===== src/rtl/core/tlnv_pkg.sv =====
package tlnv_pkg;

   // Line number layout
   localparam int NumberDigits = 6;
   localparam int CountWidth   = 4 * NumberDigits;
   localparam int NumLen       = NumberDigits + 1;   // digits plus tab

   // Output run limits
   localparam int MaxRun       = 12;
   localparam int RunLenWidth  = $clog2(MaxRun + 1);
   localparam int RunSumWidth  = $clog2(NumLen + 1 + 4 + 1);
   localparam int QueueDepth   = 2;
   localparam int QueuePtrWidth = $clog2(QueueDepth);
   localparam int QueueCntWidth = $clog2(QueueDepth + 1);

   // Register map
   localparam int CsrAddrWidth = 5;
   localparam logic [2:0] RegNumberNonblank = 3'd0;
   localparam logic [2:0] RegNumberAll      = 3'd1;
   localparam logic [2:0] RegSqueezeBlank   = 3'd2;
   localparam logic [2:0] RegMarkLineEnd    = 3'd3;
   localparam logic [2:0] RegShowTab        = 3'd4;
   localparam logic [2:0] RegShowNonprint   = 3'd5;

   // Character codes
   localparam logic [7:0] ChTab      = 8'h09;
   localparam logic [7:0] ChNewline  = 8'h0A;
   localparam logic [7:0] ChSpace    = 8'h20;
   localparam logic [7:0] ChDollar   = 8'h24;
   localparam logic [7:0] ChDash     = 8'h2D;
   localparam logic [7:0] ChZero     = 8'h30;
   localparam logic [7:0] ChQuestion = 8'h3F;
   localparam logic [7:0] ChUpperI   = 8'h49;
   localparam logic [7:0] ChUpperM   = 8'h4D;
   localparam logic [7:0] ChCaret    = 8'h5E;
   localparam logic [6:0] ChDel7     = 7'h7F;
   localparam logic [6:0] ChSpace7   = 7'h20;

   typedef struct packed {
      logic number_nonblank;
      logic number_all;
      logic squeeze_blank;
      logic mark_line_end;
      logic show_tab;
      logic show_nonprint;
   } cfg_type;

   // One expanded run, held between front and back
   typedef struct packed {
      logic [CountWidth-1:0]   count_bcd;
      logic [NumberDigits-1:0] blank;      // leading digit shown as space
      logic                    num_en;
      logic                    dollar_en;
      logic [3:0][7:0]         body;
      logic [RunLenWidth-1:0]  run_len;
   } run_type;

   typedef struct packed {
      logic [1:0][7:0] bytes;
      logic [1:0]      len;
   } vis_type;

   // Caret notation of a 7-bit value; tab and newline pass unless in M- form
   function automatic vis_type vis7(input logic [6:0] c, input logic meta);
      vis_type v;
      v.bytes = '0;
      v.len   = 2'd1;
      if (c == ChDel7) begin
         v.bytes[0] = ChCaret;
         v.bytes[1] = ChQuestion;
         v.len      = 2'd2;
      end else if (c >= ChSpace7) begin
         v.bytes[0] = {1'b0, c};
      end else if (!meta && ({1'b0, c} == ChTab || {1'b0, c} == ChNewline)) begin
         v.bytes[0] = {1'b0, c};
      end else begin
         v.bytes[0] = ChCaret;
         v.bytes[1] = {2'b01, c[5:0]};
         v.len      = 2'd2;
      end
      return v;
   endfunction

endpackage


===== src/rtl/core/tlnv_if.sv =====
interface tlnv_req_if;
   logic       valid;
   logic       ready;
   logic [7:0] data_byte;
   logic       first_of_file;

   modport source (output valid, output data_byte, output first_of_file, input ready);
   modport sink   (input valid, input data_byte, input first_of_file, output ready);
endinterface

interface tlnv_rsp_if;
   logic       valid;
   logic       ready;
   logic [7:0] out_byte;
   logic       last_of_run;

   modport source (output valid, output out_byte, output last_of_run, input ready);
   modport sink   (input valid, input out_byte, input last_of_run, output ready);
endinterface


===== src/rtl/core/tlnv_csr.sv =====
module tlnv_csr
   import tlnv_pkg::*;
(
   input  logic                    clock,
   input  logic                    reset,
   input  logic                    csr_psel,
   input  logic                    csr_penable,
   input  logic                    csr_pwrite,
   input  logic [CsrAddrWidth-1:0] csr_paddr,
   input  logic [31:0]             csr_pwdata,
   output logic [31:0]             csr_prdata,
   output logic                    csr_pready,
   output cfg_type                 cfg
);

   cfg_type    cfg_ff, cfg_in;
   logic [2:0] reg_idx;
   logic       wr_en;
   logic       rd_bit;

   assign csr_pready = 1'b1;
   assign reg_idx    = csr_paddr[4:2];
   assign wr_en      = csr_psel && csr_penable && csr_pwrite;
   assign cfg        = cfg_ff;

   // Decode write beat
   always_comb begin
      cfg_in = cfg_ff;
      if (wr_en) begin
         case (reg_idx)
            RegNumberNonblank: cfg_in.number_nonblank = csr_pwdata[0];
            RegNumberAll:      cfg_in.number_all      = csr_pwdata[0];
            RegSqueezeBlank:   cfg_in.squeeze_blank   = csr_pwdata[0];
            RegMarkLineEnd:    cfg_in.mark_line_end   = csr_pwdata[0];
            RegShowTab:        cfg_in.show_tab        = csr_pwdata[0];
            RegShowNonprint:   cfg_in.show_nonprint   = csr_pwdata[0];
            default:           cfg_in = cfg_ff;
         endcase
      end
   end

   // Read back
   always_comb begin
      case (reg_idx)
         RegNumberNonblank: rd_bit = cfg_ff.number_nonblank;
         RegNumberAll:      rd_bit = cfg_ff.number_all;
         RegSqueezeBlank:   rd_bit = cfg_ff.squeeze_blank;
         RegMarkLineEnd:    rd_bit = cfg_ff.mark_line_end;
         RegShowTab:        rd_bit = cfg_ff.show_tab;
         RegShowNonprint:   rd_bit = cfg_ff.show_nonprint;
         default:           rd_bit = 1'b0;
      endcase
   end
   assign csr_prdata = {31'b0, rd_bit};

   always_ff @(posedge clock) begin
      if (reset) begin
         cfg_ff <= '0;
      end else begin
         cfg_ff <= cfg_in;
      end
   end

endmodule


===== src/rtl/core/tlnv_front.sv =====
module tlnv_front
   import tlnv_pkg::*;
(
   input  logic        clock,
   input  logic        reset,
   input  cfg_type     cfg,
   tlnv_req_if.sink    req_bus,
   input  logic        q_full,
   output logic        push,
   output run_type     push_entry
);

   logic                  at_line_start_ff, at_line_start_in;
   logic                  prev_nl_ff, prev_nl_in;
   logic                  squeezing_ff, squeezing_in;
   logic [CountWidth-1:0] count_ff, count_in;

   logic [7:0]            c;
   logic                  accept, start, is_nl, squeeze_hit, drop, number;
   logic                  all_nine, carry, lead;
   logic [CountWidth-1:0] bumped;
   logic [3:0]            dig;
   logic [NumberDigits-1:0] blank;
   logic [3:0][7:0]       body;
   logic [2:0]            body_len;
   logic [RunSumWidth-1:0] run_sum;
   vis_type               v;

   assign req_bus.ready = !q_full;
   assign accept        = req_bus.valid && req_bus.ready;
   assign c             = req_bus.data_byte;
   assign is_nl         = (c == ChNewline);
   assign start         = at_line_start_ff || req_bus.first_of_file;
   assign squeeze_hit   = start && cfg.squeeze_blank && is_nl && prev_nl_ff;
   assign drop          = squeeze_hit && squeezing_ff;
   assign number        = start && (cfg.number_nonblank ? !is_nl : cfg.number_all);
   assign push          = accept && !drop;

   // Saturating BCD increment
   always_comb begin
      all_nine = 1'b1;
      carry    = 1'b1;
      bumped   = count_ff;
      for (int i = 0; i < NumberDigits; i++) begin
         dig = count_ff[4*i +: 4];
         if (dig != 4'd9) all_nine = 1'b0;
         if (carry) begin
            if (dig >= 4'd9) begin
               bumped[4*i +: 4] = 4'd0;
            end else begin
               bumped[4*i +: 4] = dig + 4'd1;
               carry = 1'b0;
            end
         end
      end
      if (all_nine) bumped = count_ff;
      count_in = number ? bumped : count_ff;
   end

   // Mark leading zeros that print as spaces
   always_comb begin
      lead  = 1'b1;
      blank = '0;
      for (int i = NumberDigits - 1; i >= 0; i--) begin
         if (lead && count_in[4*i +: 4] == 4'd0 && i > 0) begin
            blank[i] = 1'b1;
         end else begin
            lead = 1'b0;
         end
      end
   end

   // Visible form of the byte itself
   always_comb begin
      body     = '0;
      body_len = 3'd1;
      v        = '0;
      if (cfg.show_tab && c == ChTab) begin
         body[0]  = ChCaret;
         body[1]  = ChUpperI;
         body_len = 3'd2;
      end else if (cfg.show_nonprint) begin
         if (c[7]) begin
            v        = vis7(c[6:0], 1'b1);
            body[0]  = ChUpperM;
            body[1]  = ChDash;
            body[2]  = v.bytes[0];
            body[3]  = v.bytes[1];
            body_len = 3'd2 + {1'b0, v.len};
         end else begin
            v        = vis7(c[6:0], 1'b0);
            body[0]  = v.bytes[0];
            body[1]  = v.bytes[1];
            body_len = {1'b0, v.len};
         end
      end else begin
         body[0] = c;
      end
   end

   // Assemble run descriptor, clip length to the run limit
   always_comb begin
      run_sum = (number ? RunSumWidth'(NumLen) : '0)
              + RunSumWidth'(cfg.mark_line_end && is_nl)
              + RunSumWidth'(body_len);
      push_entry.count_bcd = count_in;
      push_entry.blank     = blank;
      push_entry.num_en    = number;
      push_entry.dollar_en = cfg.mark_line_end && is_nl;
      push_entry.body      = body;
      push_entry.run_len   = (run_sum > RunSumWidth'(MaxRun)) ? RunLenWidth'(MaxRun)
                                                             : RunLenWidth'(run_sum);
   end

   // Advance line state on every beat that is not dropped
   always_comb begin
      at_line_start_in = at_line_start_ff;
      prev_nl_in       = prev_nl_ff;
      squeezing_in     = squeezing_ff;
      if (push) begin
         at_line_start_in = is_nl;
         prev_nl_in       = is_nl;
         if (start) squeezing_in = squeeze_hit;
      end
   end

   always_ff @(posedge clock) begin
      if (reset) begin
         at_line_start_ff <= 1'b1;
         prev_nl_ff       <= 1'b1;
         squeezing_ff     <= 1'b0;
         count_ff         <= '0;
      end else begin
         at_line_start_ff <= at_line_start_in;
         prev_nl_ff       <= prev_nl_in;
         squeezing_ff     <= squeezing_in;
         if (push) count_ff <= count_in;
      end
   end

endmodule


===== src/rtl/core/tlnv_queue.sv =====
module tlnv_queue
   import tlnv_pkg::*;
(
   input  logic    clock,
   input  logic    reset,
   input  logic    push,
   input  run_type push_entry,
   input  logic    pop,
   output logic    full,
   output logic    head_valid,
   output run_type head
);

   run_type                  mem_ff [QueueDepth];
   logic [QueuePtrWidth-1:0] wr_ptr_ff, rd_ptr_ff;
   logic [QueueCntWidth-1:0] cnt_ff, cnt_in;

   assign full       = (cnt_ff == QueueCntWidth'(QueueDepth));
   assign head_valid = (cnt_ff != '0);
   assign head       = mem_ff[rd_ptr_ff];

   always_comb begin
      cnt_in = cnt_ff;
      if (push && !pop) cnt_in = cnt_ff + 1'b1;
      if (pop && !push) cnt_in = cnt_ff - 1'b1;
   end

   // Store entry
   always_ff @(posedge clock) begin
      if (push) mem_ff[wr_ptr_ff] <= push_entry;
   end

   // Advance pointers
   always_ff @(posedge clock) begin
      if (reset) begin
         wr_ptr_ff <= '0;
         rd_ptr_ff <= '0;
         cnt_ff    <= '0;
      end else begin
         if (push) wr_ptr_ff <= wr_ptr_ff + 1'b1;
         if (pop)  rd_ptr_ff <= rd_ptr_ff + 1'b1;
         cnt_ff <= cnt_in;
      end
   end

   a_no_overflow: assert property (@(posedge clock) disable iff (reset)
      full |-> !push || pop) else $error("queue overflow");
   a_no_underflow: assert property (@(posedge clock) disable iff (reset)
      pop |-> head_valid) else $error("queue underflow");
   a_cnt_bound: assert property (@(posedge clock) disable iff (reset)
      cnt_ff <= QueueCntWidth'(QueueDepth)) else $error("queue count out of range");

endmodule


===== src/rtl/core/tlnv_back.sv =====
module tlnv_back
   import tlnv_pkg::*;
(
   input  logic     clock,
   input  logic     reset,
   input  logic     head_valid,
   input  run_type  head,
   output logic     pop,
   tlnv_rsp_if.source rsp_bus
);

   logic [RunLenWidth-1:0] ptr_ff, ptr_in;
   logic                   valid_ff, valid_in;
   logic [7:0]             byte_ff, byte_in;
   logic                   last_ff, last_in;

   logic                   load, is_last;
   logic [RunLenWidth-1:0] q, bi;
   logic [7:0]             sel_byte;
   logic [3:0]             dig;

   assign rsp_bus.valid       = valid_ff;
   assign rsp_bus.out_byte    = byte_ff;
   assign rsp_bus.last_of_run = last_ff;

   assign load    = !valid_ff || rsp_bus.ready;
   assign is_last = (ptr_ff == head.run_len - 1'b1);
   assign pop     = load && head_valid && is_last;

   // Pick the byte at the current run position
   always_comb begin
      q        = ptr_ff - (head.num_en ? RunLenWidth'(NumLen) : '0);
      bi       = q - RunLenWidth'(head.dollar_en);
      dig      = '0;
      sel_byte = head.body[bi[1:0]];
      if (head.dollar_en && q == '0) sel_byte = ChDollar;
      if (head.num_en && ptr_ff < RunLenWidth'(NumLen)) begin
         sel_byte = ChTab;
         for (int j = 0; j < NumberDigits; j++) begin
            if (ptr_ff == RunLenWidth'(j)) begin
               dig = head.count_bcd[4*(NumberDigits-1-j) +: 4];
               if (dig > 4'd9) dig = 4'd9;
               sel_byte = head.blank[NumberDigits-1-j] ? ChSpace : (ChZero | {4'b0, dig});
            end
         end
      end
   end

   // Load output stage, step through the run
   always_comb begin
      valid_in = valid_ff;
      byte_in  = byte_ff;
      last_in  = last_ff;
      ptr_in   = ptr_ff;
      if (load) begin
         valid_in = head_valid;
         byte_in  = sel_byte;
         last_in  = is_last;
         if (head_valid) ptr_in = is_last ? '0 : ptr_ff + 1'b1;
      end
   end

   always_ff @(posedge clock) begin
      if (reset) begin
         valid_ff <= 1'b0;
         ptr_ff   <= '0;
      end else begin
         valid_ff <= valid_in;
         ptr_ff   <= ptr_in;
      end
   end

   always_ff @(posedge clock) begin
      byte_ff <= byte_in;
      last_ff <= last_in;
   end

   a_ptr_in_run: assert property (@(posedge clock) disable iff (reset)
      head_valid |-> ptr_ff < head.run_len) else $error("run position past run end");
   a_ptr_idle: assert property (@(posedge clock) disable iff (reset)
      !head_valid |-> ptr_ff == '0) else $error("run position left over");
   a_pop_marks_last: assert property (@(posedge clock) disable iff (reset)
      pop |=> valid_ff && last_ff) else $error("run retired without last beat");

endmodule


===== src/rtl/core/text_line_number_and_visualize.sv =====
// Channel  | Direction | Payload                        | Handshake
// req_bus  | in        | data_byte[7:0], first_of_file  | valid/ready
// rsp_bus  | out       | out_byte[7:0], last_of_run     | valid/ready
// csr_*    | in/out    | six 1-bit controls at 4*i      | APB, pready tied high
//
// One input beat is taken per cycle while the two-entry run queue has room.
// Each run drains at one output beat per cycle while rsp_bus is ready, 1 to 12 beats per input byte,
// so the sustained input rate is set by the run length at the output stage.
// Dropped blank lines are accepted from req_bus and produce no beat.
// Reset is synchronous; it clears line state, count, queue and controls.
// Either side may stall freely; the queue and the output register part them.
module text_line_number_and_visualize
   import tlnv_pkg::*;
(
   input  logic                    clock,
   input  logic                    reset,
   tlnv_req_if.sink                req_bus,
   tlnv_rsp_if.source              rsp_bus,
   input  logic                    csr_psel,
   input  logic                    csr_penable,
   input  logic                    csr_pwrite,
   input  logic [CsrAddrWidth-1:0] csr_paddr,
   input  logic [31:0]             csr_pwdata,
   output logic [31:0]             csr_prdata,
   output logic                    csr_pready
);

   cfg_type cfg;
   logic    push, pop, q_full, head_valid;
   run_type push_entry, head;

   tlnv_csr u_csr (
      .clock       (clock),
      .reset       (reset),
      .csr_psel    (csr_psel),
      .csr_penable (csr_penable),
      .csr_pwrite  (csr_pwrite),
      .csr_paddr   (csr_paddr),
      .csr_pwdata  (csr_pwdata),
      .csr_prdata  (csr_prdata),
      .csr_pready  (csr_pready),
      .cfg         (cfg)
   );

   tlnv_front u_front (
      .clock      (clock),
      .reset      (reset),
      .cfg        (cfg),
      .req_bus    (req_bus),
      .q_full     (q_full),
      .push       (push),
      .push_entry (push_entry)
   );

   tlnv_queue u_queue (
      .clock      (clock),
      .reset      (reset),
      .push       (push),
      .push_entry (push_entry),
      .pop        (pop),
      .full       (q_full),
      .head_valid (head_valid),
      .head       (head)
   );

   tlnv_back u_back (
      .clock      (clock),
      .reset      (reset),
      .head_valid (head_valid),
      .head       (head),
      .pop        (pop),
      .rsp_bus    (rsp_bus)
   );

endmodule

===== src/flat_wrapper.sv =====
// flat-port wrapper written by rule: the top's interface ports become plain ports
module text_line_number_and_visualize_flat import tlnv_pkg::*;
  (clock, reset, csr_psel, csr_penable, csr_pwrite, csr_paddr, csr_pwdata, csr_prdata, csr_pready, req_bus_valid, req_bus_data_byte, req_bus_first_of_file, req_bus_ready, rsp_bus_valid, rsp_bus_out_byte, rsp_bus_last_of_run, rsp_bus_ready);
  tlnv_req_if req_bus_i ();
  tlnv_rsp_if rsp_bus_i ();
  input  logic clock;
  input  logic reset;
  input  logic csr_psel;
  input  logic csr_penable;
  input  logic csr_pwrite;
  input  logic [CsrAddrWidth-1:0] csr_paddr;
  input  logic [31:0] csr_pwdata;
  output logic [31:0] csr_prdata;
  output logic csr_pready;
  input wire logic [$bits(req_bus_i.valid)-1:0] req_bus_valid;
  input wire logic [$bits(req_bus_i.data_byte)-1:0] req_bus_data_byte;
  input wire logic [$bits(req_bus_i.first_of_file)-1:0] req_bus_first_of_file;
  output wire logic [$bits(req_bus_i.ready)-1:0] req_bus_ready;
  output wire logic [$bits(rsp_bus_i.valid)-1:0] rsp_bus_valid;
  output wire logic [$bits(rsp_bus_i.out_byte)-1:0] rsp_bus_out_byte;
  output wire logic [$bits(rsp_bus_i.last_of_run)-1:0] rsp_bus_last_of_run;
  input wire logic [$bits(rsp_bus_i.ready)-1:0] rsp_bus_ready;
  assign req_bus_i.valid = req_bus_valid;
  assign req_bus_i.data_byte = req_bus_data_byte;
  assign req_bus_i.first_of_file = req_bus_first_of_file;
  assign req_bus_ready = req_bus_i.ready;
  assign rsp_bus_valid = rsp_bus_i.valid;
  assign rsp_bus_out_byte = rsp_bus_i.out_byte;
  assign rsp_bus_last_of_run = rsp_bus_i.last_of_run;
  assign rsp_bus_i.ready = rsp_bus_ready;
  text_line_number_and_visualize u_core (.clock(clock), .reset(reset), .req_bus(req_bus_i), .rsp_bus(rsp_bus_i), .csr_psel(csr_psel), .csr_penable(csr_penable), .csr_pwrite(csr_pwrite), .csr_paddr(csr_paddr), .csr_pwdata(csr_pwdata), .csr_prdata(csr_prdata), .csr_pready(csr_pready));
endmodule

===== config.mk =====
export PLATFORM = sky130hd
export DESIGN_NAME = text_line_number_and_visualize_flat
export DESIGN_NICKNAME = d
export VERILOG_FILES = /design/src/rtl/core/tlnv_pkg.sv /design/src/rtl/core/tlnv_if.sv /design/src/rtl/core/tlnv_csr.sv /design/src/rtl/core/tlnv_front.sv /design/src/rtl/core/tlnv_queue.sv /design/src/rtl/core/tlnv_back.sv /design/src/rtl/core/text_line_number_and_visualize.sv /design/src/flat_wrapper.sv
export SDC_FILE = /design/constraint.sdc
export NUM_CORES = 1
export LEC_CHECK = 0
export ABC_CLOCK_PERIOD_IN_PS = 11500
export BUFFER_PORTS_ARGS = -buffer_cell sky130_fd_sc_hd__buf_4
export CAP_MARGIN = 20
export CORE_ASPECT_RATIO = 0.75
export CORE_MARGIN = 2
export CORE_UTILIZATION = 30
export CTS_BUF_LIST = sky130_fd_sc_hd__clkbuf_8 sky130_fd_sc_hd__clkbuf_16
export CTS_CLUSTER_SIZE = 30
export DETAILED_ROUTE_END_ITERATION = 10
export PLACE_DENSITY = 0.49
export SLEW_MARGIN = 20
export SYNTH_ARGS = -nofsm -noshare
export SYNTH_HDL_FRONTEND = slang
export SYNTH_SLANG_ARGS = --single-unit

===== constraint.sdc =====
create_clock -name clock -period 11.5 [get_ports clock]
set_input_delay 0.575 -clock clock [delete_from_list [all_inputs] [get_ports clock]]
set_output_delay 0.575 -clock clock [all_outputs]
set_load 0.01 [all_outputs]

==> metrics.yaml <==
sta:
  drv_slew: 0
  setup_tns_ns: 0
  layout_setup_ws_ns: 7.783
  worst_pin_slew_ns: 0.9203
  relSlewSlack: 0.3865
  finalHoldViolCount: 0
  max_freq_mhz: 269.0
  finalSetupViolCount: 0
  skew_ns: 0.01071
  fin_crit_ns: 3.717
  whs_ns: 0.4428
  rsz0062_at_grt: "no"
  fin_crit_sh: 0.3232
setup_path:
  cp-end-kind: "flop"
  start_kind: "flop"
  critPathKind: "reg -> reg"
  crit_fanout: 15
  cp.required_ns: 11.61
  r2r_end: "u_core.u_back.rsp_bus.out_byte[5]"
  reg2reg_slack_ns: 7.78
  worstSetupEndpoint: "u_core.u_back.rsp_bus.out_byte[5]"
  arrival_ns: 3.83
  rr_worst_depth: 8
yosys:
  synthCells: 801
  yosysWarnings: 0
  synth-seq-cells: 179
  synth_top_area_share: 0.4467
  ys_types: 76
  synth-edff-count: 137
  ys_top_cells_by_area: "edfxtp_1 (45%), dfxtp_1 (9.1%), ha_1 (4.1%), mux2i_1 (3.8%), mux4_2 (3.7%)"
  synthFlopType: "edfxtp_1"
  syn_area_per_cell_um2: 11.50
  synth.yosys.seq_area_share: 0.5380
  synth.cell_area_um2: 9210
  async_flop_share: 0
  yosys.area.top_type: "edfxtp_1"
route:
  totalWireLength_um: 21360
  ant_nets: 0
  avgRoutedWirePerCell_um: 17.29
  drc_errors: 0
  first_pass_iters: 5
  num_vias: 6010
  drt_iter0_drc: 346
  routed_via_density: 4.866
layout:
  antenna_cells: 0
  fill_cells: 2989
  drive_above_1_share: 0.1423
  design_area_um2: 10340
  num-nets-final: 909
  area_growth_pct: 12.28
placed_design:
  finalWeightedCongestion: 0.7816
  portBuffers: 31
  dpl_cell_area_um2: 9734
  hpwl_um: 14840
  dpl_worst_slack_ns: 7.661
grt:
  grt_pass1_wl_um: 33790
  gr-total-overflow: 0
  antenna_found_initial: 0
  grt_pass1_vias: 5750
  grt_util_all_layers: 0.1396
  grt_max_degree: 65
cts:
  htreeDepth: 4
  cts_tree: "done"
  cts_resized: 0
  cts.path.max_buffers: 2
  clk-insertion-delay-late_ns: 0.43
  post_cts_buffers: 0
  clkSinkCount: 179
  cts-root-buf: "clkbuf_16"
  clkSlewWorstSetupHoldPaths_ns: 0.06
  hold_buffers: 0
  cts_made_buffers: 17
die:
  rows: 55
  core-area_um2: 30210
  initial_utilization: 0.3049
  die_h_um: 155.7
  die_area_um2: 32130
  dieWidth_um: 206.3
  ios: 97
min_path:
  hp-class: "in -> reg"
power_and_ir_drop:
  power.leakage_nw: 3.793
  p_per_area_nw_per_um2: 199.9
  irDropWorstVdd_mv: 0.09265
flow_run:
  max_cap_viol_count: 0
run_status:
  status: "finished, final reports clean"
-- placed cells by master, fill, tap and decap left out, types with 4 or more instances in the layout --
cell type  instances
nor2b_1           10
nand3_1           18
buf_4             38
a22oi_1            7
conb_1            32
xor2_1             8
nand4_1            7
a21o_1            10
ha_1              30
a211oi_1          15
mux2_2             9
o31ai_1            5
dfxtp_1           41
clkbuf_16         17
and2_2             6
edfxtp_1         137
inv_6              4
mux2i_1           35
xnor2_1            9
a21oi_1           34
nor3b_1            9
o21a_1             5
or3_1              4
nor4b_1            4
inv_1             37
nor3_1            16
or3b_2             4
nand2_1           53
nor2_1            85
o22ai_1            9
and2_1             6
mux4_2            15
o21ai_0           32
-- cells by family after synthesis --
kind of cell | share of synthesized area
AOI/OAI and AO/OA | 0.1080
adders and majority gates | 0.04728
muxes | 0.08572
buffers and inverters | 0.05746
DFF | 0.5380
and+or+nand+nor | 0.1466
other | 0.0008154
xor gates and xnor gates | 0.01617
-- worst min path at each step --
stage                                           start                     endpoint  cells past startpoint
after global routing                    csr_pwdata[0]          u_core.u_csr.cfg[5]                      3
after global placement    u_core.u_front.squeezing_ff  u_core.u_front.squeezing_ff                      2
after CTS                               csr_pwdata[0]          u_core.u_csr.cfg[0]                      3
after floorplan           u_core.u_front.squeezing_ff  u_core.u_front.squeezing_ff                      2
after detailed placement  u_core.u_front.squeezing_ff  u_core.u_front.squeezing_ff                      2
final                                   csr_pwdata[0]          u_core.u_csr.cfg[0]                      3
-- layout make-up --
cell class | instances | area, um2 | share of cell area
Clock buffer | 17 | 425.4 | 0.04114
Clock inverter | 15 | 181.4 | 0.01754
Inverter | 37 | 138.9 | 0.01343
Multi-Input combinational cell | 550 | 3855 | 0.3728
Sequential cell | 179 | 4956 | 0.4792
Tap cell | 399 | 499.2 | 0.04828
Timing Repair Buffer | 38 | 285.3 | 0.02759
-- registers in the layout, summed over array words and instances (netlist names), named ones only --
| register | cells |
|---|---|
| u_core.u_queue.wr_ptr_ff | 1 |
| u_core.u_queue.mem_ff | 128 |
| u_core.u_back.rsp_bus.valid | 1 |
| u_core.u_front.count_ff | 24 |
| u_core.u_front.prev_nl_ff | 1 |
| u_core.u_back.rsp_bus.last_of_run | 1 |
| u_core.u_queue.rd_ptr_ff | 1 |
| u_core.u_back.ptr_ff | 4 |
| u_core.u_queue.cnt_ff | 2 |
| u_core.u_front.squeezing_ff | 1 |
| u_core.u_csr.cfg | 6 |
| u_core.u_back.rsp_bus.out_byte | 8 |
-- per-layer routing --
metal / up-vias / share of wire / track usage
met5: - / 0 / 0
li1: 2949 / - / -
met1: 2921 / 0.56 / 0.2277
met2: 129 / 0.39 / 0.1806
met4: 0 / 0.0066 / 0.02959
met3: 11 / 0.050 / 0.03383
-- cell usage after synthesis (7+ instances only) --
cell / n
a21oi_1: 34
nor2_1: 86
xor2_1: 8
nand3_1: 18
xnor2_1: 9
o21ai_0: 32
mux2i_1: 35
a22oi_1: 7
clkbuf_1: 21
a21o_1: 10
and2_1: 7
o22ai_1: 9
edfxtp_1: 137
nor2b_1: 10
mux4_2: 15
ha_1: 30
nor3b_1: 9
mux2_2: 9
nor3_1: 16
dfxtp_1: 42
a211oi_1: 15
inv_1: 35
nand2_1: 53
nand4_1: 7
buf_4: 34
-- critical path, stage by stage (launching register included) --
cell and delay, ns:
dfxtp_2 0.46, mux2i_1 0.48, inv_1 0.11, ha_1 0.32, ha_1 0.81, mux4_2 0.40
nor2b_1 0.13, a2111oi_0 0.51, a41oi_1 0.17
-- per-stage QoR --
stage | power [W] | std cells | utilization
after floorplan | 0.001284 | 831 | -
after global placement | 0.001487 | 1203 | 0.3222
after detailed placement | 0.001487 | 1203 | 0.3222
after CTS | 0.002095 | 1235 | 0.3423
after global routing | 0.002188 | 1235 | 0.3423
final | 0.002067 | 1235 | 0.3423
-- power by group --
| part | leakage [nW] | internal (W) | switching (W) | total (W) |
|---|---|---|---|---|
| Sequential | 1.67 | 0.000826 | 0.0000516 | 0.000878 |
| Combinational | 1.82 | 0.000238 | 0.000350 | 0.000588 |
| Clock | 0.299 | 0.000345 | 0.000256 | 0.000601 |
No activity file was read; power rests on OpenSTA's default activity.
